===== config.mk =====
export PLATFORM = sky130hd
export DESIGN_NAME = pba_engine
export DESIGN_NICKNAME = d
export VERILOG_FILES = /design/src/rtl/core/pba_pkg.sv /design/src/rtl/core/pba_engine.sv
export SDC_FILE = /design/constraint.sdc
export NUM_CORES = 1
export LEC_CHECK = 0
export BUFFER_PORTS_ARGS = -buffer_cell sky130_fd_sc_hd__buf_2
export CAP_MARGIN = 20
export CORE_UTILIZATION = 62
export CTS_BUF_LIST = sky130_fd_sc_hd__clkbuf_8
export DETAILED_ROUTE_END_ITERATION = 7
export GPL_TIMING_DRIVEN = 0
export PLACE_DENSITY = 0.88
export SLEW_MARGIN = 30
export SYNTH_ARGS = -nofsm -noshare
export SYNTH_HDL_FRONTEND = slang
export SYNTH_SLANG_ARGS = --single-unit

===== constraint.sdc =====
create_clock -name clk_i -period 7.53 [get_ports clk_i]
set_input_delay 0.753 -clock clk_i [delete_from_list [all_inputs] [get_ports clk_i]]
set_output_delay 0.753 -clock clk_i [all_outputs]
set_load 0.01 [all_outputs]

===== src/rtl/core/pba_pkg.sv =====
package pba_pkg;

  // Address space and bitmap geometry
  localparam int unsigned ADDR_W     = 32;
  localparam int unsigned PAGE_SHIFT = 12;
  localparam int unsigned NUM_PAGES  = 1048576;
  localparam int unsigned WORD_BITS  = 32;
  localparam int unsigned CFG_W      = 20;

  localparam int unsigned PAGE_W     = ADDR_W - PAGE_SHIFT;
  localparam int unsigned BIT_W      = $clog2(WORD_BITS);
  localparam int unsigned NUM_WORDS  = (NUM_PAGES + WORD_BITS - 1) / WORD_BITS;
  localparam int unsigned WORD_IDX_W = $clog2(NUM_WORDS);

  // Bit index of the last valid page inside the last bitmap word
  localparam logic [BIT_W-1:0] LAST_BIT = BIT_W'((NUM_PAGES - 1) % WORD_BITS);
  localparam logic [WORD_IDX_W-1:0] LAST_WORD = WORD_IDX_W'(NUM_WORDS - 1);

  typedef enum logic [1:0] {
    OP_ALLOC = 2'd0,
    OP_LOCK  = 2'd1,
    OP_FREE  = 2'd2
  } op_e;

  typedef enum logic [2:0] {
    ST_CLEAR,
    ST_IDLE,
    ST_SETUP,
    ST_WALK,
    ST_RESP
  } state_e;

  typedef struct packed {
    op_e               op;
    logic [ADDR_W-1:0] byte_address;
    logic [ADDR_W-1:0] byte_count;
  } pba_req_t;

  typedef struct packed {
    logic              success;
    logic [ADDR_W-1:0] page_address;
  } pba_rsp_t;

endpackage


===== src/rtl/core/pba_engine.sv =====
module pba_engine (
  input  logic                              clk_i,
  input  logic                              rst_ni,
  input  logic                              req_valid_i,
  output logic                              req_ready_o,
  input  pba_pkg::pba_req_t                 req_i,
  input  logic [pba_pkg::CFG_W-1:0]         heap_start_i,
  output logic                              rsp_valid_o,
  input  logic                              rsp_ready_i,
  output pba_pkg::pba_rsp_t                 rsp_o,
  output logic                              ram_rd_en_o,
  output logic [pba_pkg::WORD_IDX_W-1:0]    ram_rd_addr_o,
  input  logic [pba_pkg::WORD_BITS-1:0]     ram_rd_data_i,
  output logic                              ram_wr_en_o,
  output logic [pba_pkg::WORD_IDX_W-1:0]    ram_wr_addr_o,
  output logic [pba_pkg::WORD_BITS-1:0]     ram_wr_data_o
);
  import pba_pkg::*;

  localparam logic [WORD_BITS-1:0] ONES = {WORD_BITS{1'b1}};
  localparam logic [PAGE_W:0]      PAGE_LIMIT = (PAGE_W + 1)'(NUM_PAGES);

  state_e                  state_q, state_d;
  op_e                     op_q, op_d;
  logic [ADDR_W-1:0]       addr_q, addr_d;
  logic [ADDR_W-1:0]       count_q, count_d;
  logic [WORD_IDX_W-1:0]   first_word_q, first_word_d;
  logic [BIT_W-1:0]        first_bit_q, first_bit_d;
  logic [WORD_IDX_W-1:0]   end_word_q, end_word_d;
  logic [BIT_W-1:0]        last_bit_q, last_bit_d;
  logic [WORD_IDX_W-1:0]   rd_word_q, rd_word_d;
  logic                    iss_done_q, iss_done_d;
  logic                    pipe_vld_q, pipe_vld_d;
  logic [WORD_IDX_W-1:0]   pipe_word_q, pipe_word_d;
  logic                    success_q, success_d;
  logic [ADDR_W-1:0]       page_addr_q, page_addr_d;

  // Range decode
  logic [ADDR_W:0]         end_sum;
  logic [ADDR_W-1:0]       end_clip;
  logic [PAGE_W-1:0]       first_page;
  logic [PAGE_W-1:0]       last_page;
  logic [PAGE_W-1:0]       last_clip;
  logic [PAGE_W-1:0]       start_page;

  // Per-word mask and search
  logic [BIT_W-1:0]        lo_bit;
  logic [BIT_W-1:0]        hi_bit;
  logic [WORD_BITS-1:0]    span;
  logic [WORD_BITS-1:0]    free_bits;
  logic                    found;
  logic [BIT_W-1:0]        found_bit;
  logic [WORD_IDX_W+BIT_W-1:0] found_page;

  always_comb begin
    end_sum    = {1'b0, addr_q} + {1'b0, count_q} - (ADDR_W + 1)'(1);
    end_clip   = end_sum[ADDR_W] ? ONES[ADDR_W-1:0] | {ADDR_W{1'b1}} : end_sum[ADDR_W-1:0];
    first_page = addr_q[ADDR_W-1:PAGE_SHIFT];
    last_page  = end_clip[ADDR_W-1:PAGE_SHIFT];
    last_clip  = ({1'b0, last_page} >= PAGE_LIMIT) ? PAGE_W'(NUM_PAGES - 1) : last_page;
    start_page = PAGE_W'(heap_start_i);
  end

  always_comb begin
    lo_bit    = (pipe_word_q == first_word_q) ? first_bit_q : '0;
    hi_bit    = (pipe_word_q == end_word_q) ? last_bit_q : BIT_W'(WORD_BITS - 1);
    span      = (ONES << lo_bit) & (ONES >> (BIT_W'(WORD_BITS - 1) - hi_bit));
    free_bits = ~ram_rd_data_i & span;
    found     = |free_bits;
    found_bit = '0;
    for (int i = WORD_BITS - 1; i >= 0; i--) begin
      if (free_bits[i]) begin
        found_bit = BIT_W'(i);
      end
    end
    found_page = {pipe_word_q, found_bit};
  end

  always_ff @(posedge clk_i or negedge rst_ni) begin
    if (!rst_ni) begin
      state_q      <= ST_CLEAR;
      op_q         <= OP_ALLOC;
      addr_q       <= '0;
      count_q      <= '0;
      first_word_q <= '0;
      first_bit_q  <= '0;
      end_word_q   <= '0;
      last_bit_q   <= '0;
      rd_word_q    <= '0;
      iss_done_q   <= 1'b0;
      pipe_vld_q   <= 1'b0;
      pipe_word_q  <= '0;
      success_q    <= 1'b0;
      page_addr_q  <= '0;
    end else begin
      state_q      <= state_d;
      op_q         <= op_d;
      addr_q       <= addr_d;
      count_q      <= count_d;
      first_word_q <= first_word_d;
      first_bit_q  <= first_bit_d;
      end_word_q   <= end_word_d;
      last_bit_q   <= last_bit_d;
      rd_word_q    <= rd_word_d;
      iss_done_q   <= iss_done_d;
      pipe_vld_q   <= pipe_vld_d;
      pipe_word_q  <= pipe_word_d;
      success_q    <= success_d;
      page_addr_q  <= page_addr_d;
    end
  end

  always_comb begin
    state_d      = state_q;
    op_d         = op_q;
    addr_d       = addr_q;
    count_d      = count_q;
    first_word_d = first_word_q;
    first_bit_d  = first_bit_q;
    end_word_d   = end_word_q;
    last_bit_d   = last_bit_q;
    rd_word_d    = rd_word_q;
    iss_done_d   = iss_done_q;
    pipe_vld_d   = 1'b0;
    pipe_word_d  = pipe_word_q;
    success_d    = success_q;
    page_addr_d  = page_addr_q;

    req_ready_o   = 1'b0;
    rsp_valid_o   = 1'b0;
    ram_rd_en_o   = 1'b0;
    ram_rd_addr_o = rd_word_q;
    ram_wr_en_o   = 1'b0;
    ram_wr_addr_o = pipe_word_q;
    ram_wr_data_o = ram_rd_data_i;

    case (state_q)
      ST_CLEAR: begin
        // Zero one bitmap word per cycle
        ram_wr_en_o   = 1'b1;
        ram_wr_addr_o = rd_word_q;
        ram_wr_data_o = '0;
        rd_word_d     = rd_word_q + WORD_IDX_W'(1);
        if (rd_word_q == LAST_WORD) begin
          rd_word_d = '0;
          state_d   = ST_IDLE;
        end
      end

      ST_IDLE: begin
        req_ready_o = 1'b1;
        if (req_valid_i) begin
          op_d    = req_i.op;
          addr_d  = req_i.byte_address;
          count_d = req_i.byte_count;
          state_d = ST_SETUP;
        end
      end

      ST_SETUP: begin
        page_addr_d = '0;
        iss_done_d  = 1'b0;
        case (op_q)
          OP_ALLOC: begin
            success_d = 1'b0;
            if ({1'b0, start_page} >= PAGE_LIMIT) begin
              state_d = ST_RESP;
            end else begin
              first_word_d = WORD_IDX_W'(start_page >> BIT_W);
              first_bit_d  = start_page[BIT_W-1:0];
              end_word_d   = LAST_WORD;
              last_bit_d   = LAST_BIT;
              rd_word_d    = WORD_IDX_W'(start_page >> BIT_W);
              state_d      = ST_WALK;
            end
          end
          OP_LOCK, OP_FREE: begin
            success_d = 1'b1;
            if (count_q == '0 || {1'b0, first_page} >= PAGE_LIMIT) begin
              state_d = ST_RESP;
            end else begin
              first_word_d = WORD_IDX_W'(first_page >> BIT_W);
              first_bit_d  = first_page[BIT_W-1:0];
              end_word_d   = WORD_IDX_W'(last_clip >> BIT_W);
              last_bit_d   = last_clip[BIT_W-1:0];
              rd_word_d    = WORD_IDX_W'(first_page >> BIT_W);
              state_d      = ST_WALK;
            end
          end
          default: begin
            success_d = 1'b0;
            state_d   = ST_RESP;
          end
        endcase
      end

      ST_WALK: begin
        // Issue the next word read while the previous word is modified
        if (!iss_done_q) begin
          ram_rd_en_o = 1'b1;
          pipe_vld_d  = 1'b1;
          pipe_word_d = rd_word_q;
          if (rd_word_q == end_word_q) begin
            iss_done_d = 1'b1;
          end else begin
            rd_word_d = rd_word_q + WORD_IDX_W'(1);
          end
        end
        if (pipe_vld_q) begin
          case (op_q)
            OP_ALLOC: begin
              if (found) begin
                ram_wr_en_o   = 1'b1;
                ram_wr_data_o = ram_rd_data_i | (WORD_BITS'(1) << found_bit);
                success_d     = 1'b1;
                page_addr_d   = ADDR_W'({found_page, {PAGE_SHIFT{1'b0}}});
                state_d       = ST_RESP;
              end else if (pipe_word_q == end_word_q) begin
                state_d = ST_RESP;
              end
            end
            OP_LOCK: begin
              ram_wr_en_o   = 1'b1;
              ram_wr_data_o = ram_rd_data_i | span;
              if (pipe_word_q == end_word_q) begin
                state_d = ST_RESP;
              end
            end
            OP_FREE: begin
              ram_wr_en_o   = 1'b1;
              ram_wr_data_o = ram_rd_data_i & ~span;
              if (pipe_word_q == end_word_q) begin
                state_d = ST_RESP;
              end
            end
            default: begin
              state_d = ST_RESP;
            end
          endcase
        end
      end

      ST_RESP: begin
        rsp_valid_o = 1'b1;
        if (rsp_ready_i) begin
          state_d = ST_IDLE;
        end
      end

      default: begin
        state_d = ST_IDLE;
      end
    endcase
  end

  assign rsp_o.success      = success_q;
  assign rsp_o.page_address = page_addr_q;

endmodule


==> results of run 1 <==
cell families (layout without fill, tap and decap cells):
kind of cell               after synthesis  in the layout  share of synthesized area (%)
AOI/OAI and AO/OA                      469            469                           24.6
xor gates and xnor gates                61             61                           4.41
adders and majority gates               66             66                           6.82
buffers and inverters                  253            494                           8.58
DFF                                    162            162                           33.5
muxes                                   42             42                           3.65
other                                    1             12                         0.0310
and+or+nand+nor                        471            471                           18.4
sequential cells by signal, summed over array words and instances (netlist names):
signal / cells
addr_q: 32
count_q: 32
page_addr_q: 20
end_word_q: 15
first_word_q: 15
pipe_word_q: 15
ram_rd_addr_o: 15
first_bit_q: 5
last_bit_q: 5
state_q: 3
op_q: 2
iss_done_q: 1
pipe_vld_q: 1
success_q: 1
cell type report:
cell class | count | area (sq um)
Buffer | 94 | 442
Clock buffer | 17 | 234
Clock inverter | 15 | 186
Fill cell | 1289 | 4910
Inverter | 159 | 597
Multi-Input combinational cell | 1121 | 7060
Sequential cell | 162 | 4050
Tap cell | 260 | 325
Timing Repair Buffer | 209 | 1080
report_power, final:
part / switching (mW) / internal (mW) / total (mW)
Combinational: 2.92 / 1.77 / 4.69
Sequential: 0.426 / 1.25 / 1.67
Clock: 0.428 / 0.256 / 0.684
critical path: cells and delay by family (launching register included):
kind	cells	cell delay, ns
flops	1	0.50
simple gates	5	1.24
xor+xnor	1	0.23
buf+inv	4	1.19
compound gates	5	1.84
layout by cell type, fill, tap and decap left out, types with 5 or more instances in the layout:
master    instances
a22oi_1           6
or2_2            11
clkbuf_1         68
o21bai_1          6
o22ai_1          18
inv_1           159
o21ai_0         155
clkbuf_8         17
conb_1           12
o221ai_1          5
buf_4            14
o21a_1           14
o31ai_1           8
and3_1           15
ha_1             66
clkinv_8          6
a31oi_1          10
xor2_1           32
nor3_1           21
mux2i_1          25
nand4_1          19
nor4_1           16
nand2b_1         18
xnor2_1          29
o21ai_1           7
nor2b_1          14
nand3_1          12
or3_1            11
a21o_1           20
a22o_1           13
buf_2           212
and2_1           10
nand2_1         203
o32ai_1           9
dfrtp_1         162
nor2_1           96
a21oi_1         115
mux2_2           17
o22a_1           23
path summary, 6_finish.rpt:
check | endpoint | slack (ns) | cells after the start
min in group clk_i | addr_q[27]$_DFFE_PN0P_ | 0.44 | 3
hold / removal | addr_q[25]$_DFFE_PN0P_ | 0.18 | 1
max in group asynchronous | first_word_q[5]$_DFFE_PN0P_ | 6.48 | 2
hold reg to reg | page_addr_q[22]$_DFFE_PN0P_ | 0.49 | 2
setup / recovery | ram_wr_data_o[10] | 1.28 | 15
setup reg to reg | end_word_q[6]$_DFFE_PN0P_ | 1.50 | 17
stage by stage:
| step | hold slack [ns] | total power, mW | std cells | cell area, sq um | setup WS [ns] |
|---|---|---|---|---|---|
| floorplan | 0.457 | 4.58 | 1536 | 12100 | 3.35 |
| global placement | 0.459 | 5.67 | 2004 | 13500 | 1.67 |
| detailed placement | 0.464 | 6.01 | 2005 | 13600 | 2.03 |
| CTS | 0.220 | 6.82 | 2037 | 14000 | 1.50 |
| global route | 0.243 | 7.42 | 2037 | 14000 | 1.12 |
| finish | 0.183 | 7.05 | 2037 | 14000 | 1.28 |
per-layer routing:
metal  up-vias  global-route usage, %
li1       5780                      -
met1      6373                   60.3
met2      1212                   77.3
met3       270                   12.9
met4         0                   27.3
met5         -                      0
==> results.json, run 1 <==
{
  "critPathArrivalTime_ns": 5.49,
  "postSynthCellCount": 1525,
  "cts_setup_buffers": 0,
  "ir_worst_vdd_uv": 359,
  "tns_ns": 0,
  "wl_met2_microns": 21500,
  "wl_met3_microns": 6380,
  "yosys.area.top_type": "dfrtp_1",
  "die_area_sq_um": 20100,
  "final_layout_size_suffix_gt1_share_pct": 17.7,
  "wl_met1_microns": 17400,
  "power_density_nw_per_um2": 504,
  "grt_overflow_total": 0,
  "cts.sinks": 162,
  "synth.most_common_cell": "nand2_1",
  "clockBufferDepth": 2,
  "synth-async-reset-ratio_pct": 100,
  "final_util_pct": 74.0,
  "synth-edff-count": 0,
  "synth_top_cell_area_share_pct": 33.5,
  "postCtsResizedCells": 0,
  "rr_startpoint": "count_q[3]$_DFFE_PN0P_",
  "clk_latency_ns": 0.50,
  "fmax_mhz": 160,
  "p_leak_nw": 6.64,
  "drt_wl_total_microns": 47900,
  "skew_ns": 0.0302,
  "diodes": 0,
  "worstSetupStartpoint": "pipe_word_q[2]$_DFFE_PN0P_",
  "final_hold_viol_count": 0,
  "vias_per_cell": 6.69,
  "critPathMostFrequentCell": "buf_2",
  "clkTransAtPathRegs_ns": 0.11,
  "cp_slowest_cell": "o311ai_1",
  "violations": "DRC",
  "drt-wirelength-per-cell_microns": 23.5,
  "synth_cell_types": 79,
  "port_buffers": 208,
  "rsz0062_at_grt": "no",
  "nNetsFinal": 1952,
  "fp.dieW_microns": 142,
  "antenna_found_initial": 0,
  "io-pin-count": 221,
  "crit_type": "flip-flop to output port",
  "die_y_microns": 142,
  "highest_layer": "met4",
  "clock-root-buffer": "clkbuf_8",
  "post-dp-hpwl_microns": 35900,
  "cts_buffers": 17,
  "first_pass_iters": 8,
  "hold_buffers": 0,
  "start_kind": "flip-flop",
  "ys_seq_area_share_pct": 33.5,
  "end_kind": "output port",
  "setup_viol": 0,
  "htreeDepth": 4,
  "syn_avg_cell_area_sq_um": 7.94,
  "netlist_area_sq_um": 12100,
  "status": "finished with violations",
  "synthTopCellsByArea": "dfrtp_1 33%, ha_1 6.8%, o21ai_0 6.4%, nand2_1 6.3%, inv_1 4.9%",
  "grt_max_degree": 91,
  "drcViolationCount": 1,
  "synth_ff_type": "dfrtp_1",
  "grt_first_pass_wirelength_microns": 74100,
  "ys_seq_elements": 162,
  "relSlewSlack_pct": 27.9,
  "worstPathCellList": "xor2_1, nor4_1, nand4_1, buf_2, buf_2, a21oi_1, a2bb2oi_1, nor3b_1, nand3b_1, a211oi_1, o311ai_1, clkbuf_1, nand4b_1, a21boi_0, buf_2",
  "final_max_slew_viol_count": 0,
  "min_period_over_period_pct": 83.0,
  "max-cap-violations": 0,
  "synth_warnings": 0,
  "ant_nets": 0,
  "worstPathRequired_ns": 6.78,
  "synth_common_cells": "203 x nand2_1, 162 x dfrtp_1, 159 x inv_1, 155 x o21ai_0, 115 x a21oi_1",
  "dr_total_vias": 13600,
  "hold_path_class": "input port to asynchronous set/reset pin",
  "layout_min_cycle_time_ns": 6.25,
  "grt_pass1_vias": 13400,
  "gp_congestion": 1.02,
  "drt_iter0_drc": 1999,
  "core-area_sq_um": 18900,
  "track_usage_pct": 48.7,
  "cpPeakStageDelay_ns": 0.65,
  "cts_tree": "built",
  "tightest_slew_ns": 1.08,
  "start_util_pct": 64.1,
  "cp_max_fo": 10,
  "area_growth_pct": 15.5,
  "row_count": 50
}
Note: power is estimated with default switching activity, not from simulation.
==> inputs of run 2 (changes only) <==
Settings changed: ABC_AREA set to 1, CORE_UTILIZATION 62 to 59, PLACE_DENSITY 0.88 to 0.84.
Clock period 7.53 ns to 6.4 ns, I/O delays scaled along.
==> run 2 against run 1 <==
Net effect: the run now ends clean; core utilization is 3.9 points lower; total power is 4.3% higher; critical path type unchanged; highest routed layer is now met5; largest power group unchanged; sequential share of layout area decreased by 0.77 points; setup slack worse by 0.82 ns; flip-flop and latch count did not move; critical endpoint is now ram_wr_data_o[24]; via count down 1.5%.
==> results.json, run 2 <==
{
  "status": "finished clean",
  "clockBufferDepth": 2,
  "setup_viol": 0,
  "end_kind": "output port",
  "drt-wirelength-per-cell_microns": 17.2,
  "synth_top_cell_area_share_pct": 32.5,
  "first_pass_iters": 6,
  "worstPathRequired_ns": 5.76,
  "intPower_mw": 3.50,
  "tns_ns": 0,
  "ir_worst_vdd_uv": 338,
  "hold_path_class": "input port to asynchronous set/reset pin",
  "die_area_sq_um": 21700,
  "gp_congestion": 0.951,
  "nNetsFinal": 2308,
  "ys_seq_area_share_pct": 32.5,
  "yosys.area.top_type": "dfrtp_1",
  "cts_setup_buffers": 0,
  "clkTransAtPathRegs_ns": 0.10,
  "power_density_nw_per_um2": 512,
  "drt_wl_total_microns": 41400,
  "ant_nets": 0,
  "vias_per_cell": 5.59,
  "mostFrequentLayoutCells": "462 x nand2_1, 311 x inv_1, 211 x buf_2",
  "p_leak_nw": 7.72,
  "largestRegisters": "addr_q x32, count_q x32, page_addr_q x20",
  "layout_min_cycle_time_ns": 5.93,
  "synthTopCellsByArea": "dfrtp_1 33%, nand2_1 14%, inv_1 9.4%, o21ai_0 6.7%, ha_1 6.6%",
  "netlist_area_sq_um": 12500,
  "dpl-instance-area_sq_um": 13900,
  "worstSetupStartpoint": "end_word_q[12]$_DFFE_PN0P_",
  "cts.sinks": 162,
  "cpPeakStageDelay_ns": 0.48,
  "synth-edff-count": 0,
  "critPathArrivalTime_ns": 5.29,
  "core-area_sq_um": 20500,
  "hold_buffers": 0,
  "dr_total_vias": 13400,
  "min_period_over_period_pct": 92.7,
  "antenna_found_initial": 1,
  "grt_first_pass_wirelength_microns": 65600,
  "post-dp-hpwl_microns": 33200,
  "synth_cell_types": 47,
  "fill_cells": 1742,
  "critPathMostFrequentCell": "nand2_1",
  "clk_latency_ns": 0.48,
  "cts_tree": "built",
  "finalInstanceArea_sq_um": 14400,
  "grt_pass1_vias": 12700,
  "max-cap-violations": 0,
  "fp.dieW_microns": 147,
  "fmax_mhz": 169,
  "p_seq_share_pct": 25.6,
  "crit_type": "flip-flop to output port",
  "final_max_slew_viol_count": 0,
  "rsz0062_at_grt": "no",
  "grt_max_degree": 67,
  "relSlewSlack_pct": 38.6,
  "cp_slowest_cell": "o21ai_0",
  "synth_warnings": 0,
  "drcViolationCount": 0,
  "final_hold_viol_count": 0,
  "cp_max_fo": 10,
  "layout_commonest_cell": "nand2_1",
  "diodes": 0,
  "clock-root-buffer": "clkbuf_8",
  "die_y_microns": 147,
  "cts_buffers": 17,
  "row_count": 52,
  "cp_num_buf_inv": 6,
  "postSynthCellCount": 1880,
  "port_buffers": 208,
  "p_sw_mw": 3.85,
  "syn_avg_cell_area_sq_um": 6.63,
  "synth.most_common_cell": "nand2_1",
  "switching_share_pct": 52.3,
  "start_util_pct": 60.8,
  "rr_startpoint": "end_word_q[12]$_DFFE_PN0P_",
  "skew_ns": 0.0205,
  "track_usage_pct": 38.9,
  "synth_common_cells": "462 x nand2_1, 311 x inv_1, 166 x nor2_1, 166 x o21ai_0",
  "path_delay_family": "simple AND/OR/NAND/NOR gates",
  "tightest_slew_ns": 0.916,
  "synth_ff_type": "dfrtp_1",
  "htreeDepth": 4,
  "combPwrFrac_pct": 63.5,
  "postCtsResizedCells": 0,
  "final_layout_size_suffix_gt1_share_pct": 15.3,
  "power_frac_clock_pct": 10.8,
  "synth-async-reset-ratio_pct": 100,
  "start_kind": "flip-flop",
  "drt_iter0_drc": 1258,
  "io-pin-count": 221,
  "area_growth_pct": 15.2,
  "ys_seq_elements": 162,
  "grt_overflow_total": 0
}
==> run 2: cell types whose count changed after synthesis, sizes merged, moves of 15 or more <==
cell / before / now
a21oi: 115 / 163
and3: 15 / 0
inv: 159 / 332
mux2: 17 / 2
mux2i: 25 / 0
nand2: 204 / 468
nand2b: 18 / 0
nand3: 12 / 62
nor2: 97 / 179
o21ai: 162 / 180
o22a: 23 / 5
==> run 2: per-layer routing <==
metal | part of all wire [%] | track usage [%] | vias to the layer above
li1 | - | - | 6430
met1 | 43 | 54.4 | 6218
met2 | 45 | 62.3 | 709
met3 | 9.8 | 6.71 | 75
met4 | 2.0 | 10.0 | 2
met5 | 0.031 | 0 | -
==> run 2: power groups by stage <==
stage	registers, mW	clock network [mW]	logic (mW)
global route	1.92	0.832	5.22
CTS	1.86	0.795	4.59
global placement	1.86	0	4.37
floorplan	1.80	0	3.20
detailed placement	1.88	0	4.55
finish	1.89	0.796	4.67
==> run 2: per-stage QoR <==
stage	total power [mW]	util [%]	hold WS (ns)	worst slack (ns)	instances
2_1_floorplan	5.00	-	0.344	2.50	1891
3_3_place_gp	6.22	67.7	0.462	1.09	2369
3_5_place_dp	6.42	68.1	0.474	1.21	2371
4_1_cts	7.25	70.1	0.0496	0.654	2403
5_1_grt	7.97	70.1	0.0608	0.0983	2403
6_report	7.35	70.1	0.0525	0.466	2403
==> run 2: logic make-up (layout without fill, tap and decap cells) <==
| group | count (synthesis) | after routing | share of synthesized area [%] |
|---|---|---|---|
| simple gates | 768 | 768 | 26.0 |
| buf+inv | 417 | 659 | 13.0 |
| compound gates | 412 | 412 | 18.0 |
| flops | 162 | 162 | 32.5 |
| fa+ha+maj | 66 | 66 | 6.63 |
| xor+xnor | 52 | 52 | 3.65 |
| mux | 2 | 2 | 0.181 |
| other cells | 1 | 12 | 0.0301 |
==> run 2: worst paths after layout <==
path	to	slack [ns]	cells after the start
min in group clk_i	count_q[0]$_DFFE_PN0P_	0.39	2
worst min-delay path	addr_q[27]$_DFFE_PN0P_	0.05	1
worst max register to register	page_addr_q[23]$_DFFE_PN0P_	1.70	26
worst min register to register	page_addr_q[22]$_DFFE_PN0P_	0.50	2
worst max-delay path	ram_wr_data_o[24]	0.47	27
max in group asynchronous	count_q[4]$_DFFE_PN0P_	5.69	2
==> run 2: worst register-to-register path, stage by stage (launching register included) <==
cell and delay, ns:
dfrtp_1 0.47, xnor2_1 0.19, inv_2 0.04, nor2_1 0.13, nand2_1 0.11, nor2_4 0.27, inv_2 0.15, nor2_4 0.21
inv_2 0.09, nor2_1 0.27, inv_1 0.07, nor2_1 0.18, nand2_1 0.08, nand4_1 0.12, inv_1 0.08, nand2_1 0.17
nand2_1 0.09, nor2_2 0.17, nand2_1 0.15, nor2_2 0.29, nand2_1 0.17, inv_1 0.15, nand2_1 0.07, nand3_1 0.17
clkbuf_1 0.47, nand2_1 0.13, o21ai_0 0.14
==> run 2: area by class of cell <==
| cell class | count | area [sq um] | share of cell area (%) |
|---|---|---|---|
| clock buffers | 18 | 248 | 1.73 |
| flip-flops and latches | 162 | 4050 | 28.2 |
| well taps | 270 | 338 | 2.35 |
| repair buffers | 210 | 1110 | 7.70 |
| inverters | 332 | 1250 | 8.68 |
| clock inverters | 14 | 165 | 1.15 |
| multi-input cells | 1312 | 6830 | 47.6 |
| plain buffers | 85 | 373 | 2.60 |
==> inputs of run 3 (changes only) <==
Settings changed: CELL_PAD_IN_SITES_DETAIL_PLACEMENT set to 0, CELL_PAD_IN_SITES_GLOBAL_PLACEMENT set to 1, CORE_UTILIZATION 59 to 41, PLACE_DENSITY 0.84 to not set, PLACE_DENSITY_LB_ADDON set to 0.1, SKIP_LAST_GASP set to 1.
==> run 3 against run 2 <==
Net effect: core utilization decreased by 21 points; global-route usage shrank 11 points; flip-flop and latch count did not move; combinational power shrank 1%; critical endpoint is now ram_wr_data_o[28].
==> results.json, run 3 (synthesized netlist as in run 2, its figures left out) <==
{
  "status": "finished clean",
  "cts_setup_buffers": 0,
  "reg2regPathDepth": 25,
  "reg2reg_slack_ns": 1.67,
  "mostFrequentLayoutCells": "462 x nand2_1, 311 x inv_1, 211 x buf_2",
  "start_util_pct": 41.8,
  "clockBufferDepth": 2,
  "rr_startpoint": "end_word_q[9]$_DFFE_PN0P_",
  "antenna_found_initial": 0,
  "die_y_microns": 176,
  "layout_min_cycle_time_ns": 5.88,
  "hold_path_class": "input port to asynchronous set/reset pin",
  "cp_max_fo": 7,
  "skew_ns": 0.0168,
  "core-area_sq_um": 29800,
  "reg2reg_to": "success_q$_DFFE_PN0P_",
  "setup_viol": 0,
  "final_util_pct": 48.7,
  "top_usage_layer": "met2",
  "layout_commonest_cell": "nand2_1",
  "area_growth_pct": 16.4,
  "hold_buffers": 0,
  "tns_ns": 0,
  "cp_slowest_cell": "dfrtp_1",
  "gp_congestion": 0.926,
  "clk_latency_ns": 0.47,
  "grt_util_met2_pct": 44.2,
  "final_hold_viol_count": 0,
  "drt_iter0_drc": 962,
  "grt_max_degree": 77,
  "critPathArrivalTime_ns": 5.24,
  "dr_total_vias": 12800,
  "relSlewSlack_pct": 49.3,
  "grt_pass1_vias": 11900,
  "end_kind": "output port",
  "met3_usage_pct": 3.68,
  "htreeDepth": 4,
  "crit_type": "flip-flop to output port",
  "final_max_slew_viol_count": 0,
  "io-pin-count": 221,
  "max-cap-violations": 0,
  "postCtsResizedCells": 0,
  "cpPeakStageDelay_ns": 0.47,
  "grt_overflow_total": 0,
  "path_delay_family": "simple AND/OR/NAND/NOR gates",
  "p_leak_nw": 7.71,
  "final_layout_size_suffix_gt1_share_pct": 15.3,
  "fp.dieW_microns": 176,
  "clock-root-buffer": "clkbuf_8",
  "port_buffers": 208,
  "cts_tree": "built",
  "vias_per_cell": 5.08,
  "drcViolationCount": 0,
  "critPathMostFrequentCell": "nand2_1",
  "power_density_nw_per_um2": 499,
  "rsz0062_at_grt": "no",
  "post-dp-hpwl_microns": 35200,
  "ant_nets": 0,
  "start_kind": "flip-flop",
  "largestRegisters": "addr_q x32, count_q x32, page_addr_q x20",
  "worstPathRequired_ns": 5.76,
  "tightest_slew_ns": 0.755,
  "clkTransAtPathRegs_ns": 0.10,
  "row_count": 63,
  "min_period_over_period_pct": 91.9,
  "cts.sinks": 162,
  "track_usage_pct": 27.9,
  "hold_slack_ns": 0.0192,
  "die_area_sq_um": 31100,
  "drt_wl_total_microns": 43000,
  "nNetsFinal": 2308,
  "drt-wirelength-per-cell_microns": 17.0,
  "first_pass_iters": 6,
  "fmax_mhz": 170,
  "cts_buffers": 17,
  "grt_first_pass_wirelength_microns": 66200,
  "grt_use_met1_pct": 40.9,
  "ir_worst_vdd_uv": 273,
  "cp_num_buf_inv": 7
}
[run 3: changes by cell type in the layout (fill, tap and decap cells not counted)]
cell | previous run | this run
a211oi_1 | 7 | 6
a211oi_2 | 0 | 1
clkbuf_8 | 18 | 17
clkinv_8 | 2 | 1
clkinvlp_4 | 2 | 3
diode_2 | 0 | 1
inv_6 | 3 | 4
[run 3: where the power goes]
| part | internal (mW) | leakage, nW | switching [mW] |
|---|---|---|---|
| clock | 0.327 | 0.196 | 0.448 |
| sequential | 1.48 | 1.85 | 0.391 |
| combinational | 1.68 | 5.66 | 2.92 |
[run 3: worst max-delay path by stage]
stage | from | to | slack (ns) | cells past startpoint
after floorplan | pipe_word_q[6]$_DFFE_PN0P_ | ram_wr_data_o[29] | 2.50 | 47
after global placement | end_word_q[9]$_DFFE_PN0P_ | ram_wr_data_o[28] | 1.08 | 28
after detailed placement | end_word_q[9]$_DFFE_PN0P_ | ram_wr_data_o[28] | 1.09 | 28
after CTS | end_word_q[9]$_DFFE_PN0P_ | ram_wr_data_o[28] | 0.53 | 28
after global routing | end_word_q[9]$_DFFE_PN0P_ | ram_wr_data_o[24] | 0.13 | 28
final | end_word_q[9]$_DFFE_PN0P_ | ram_wr_data_o[28] | 0.52 | 28
[run 3: metrics by stage]
stage                     worst slack [ns]  total power, mW  cell area (sq um)  std cells
after floorplan                       2.50             5.00              12500       1891
after global placement                1.08             6.37              14000       2489
after detailed placement              1.09             6.46              14100       2491
after CTS                            0.534             7.26              14500       2523
after global routing                 0.125             7.98              14500       2523
final                                0.516             7.24              14500       2524
[run 3: area by class of cell]
class	count	area, sq um
antenna	1	2.50
buffer	85	373
clock buffer	17	234
clock inverter	15	165
fill	3264	15300
inverter	332	1250
multi-input combinational	1312	6840
sequential	162	4050
tap	390	488
timing repair buffer	210	1110
[run 3: routing by layer]
metal  up-vias  share of wire [%]
li1       6438                  -
met1      5954                 49
met2       390                 44
met3        29                5.5
met4         0               0.99
met5         -                  0
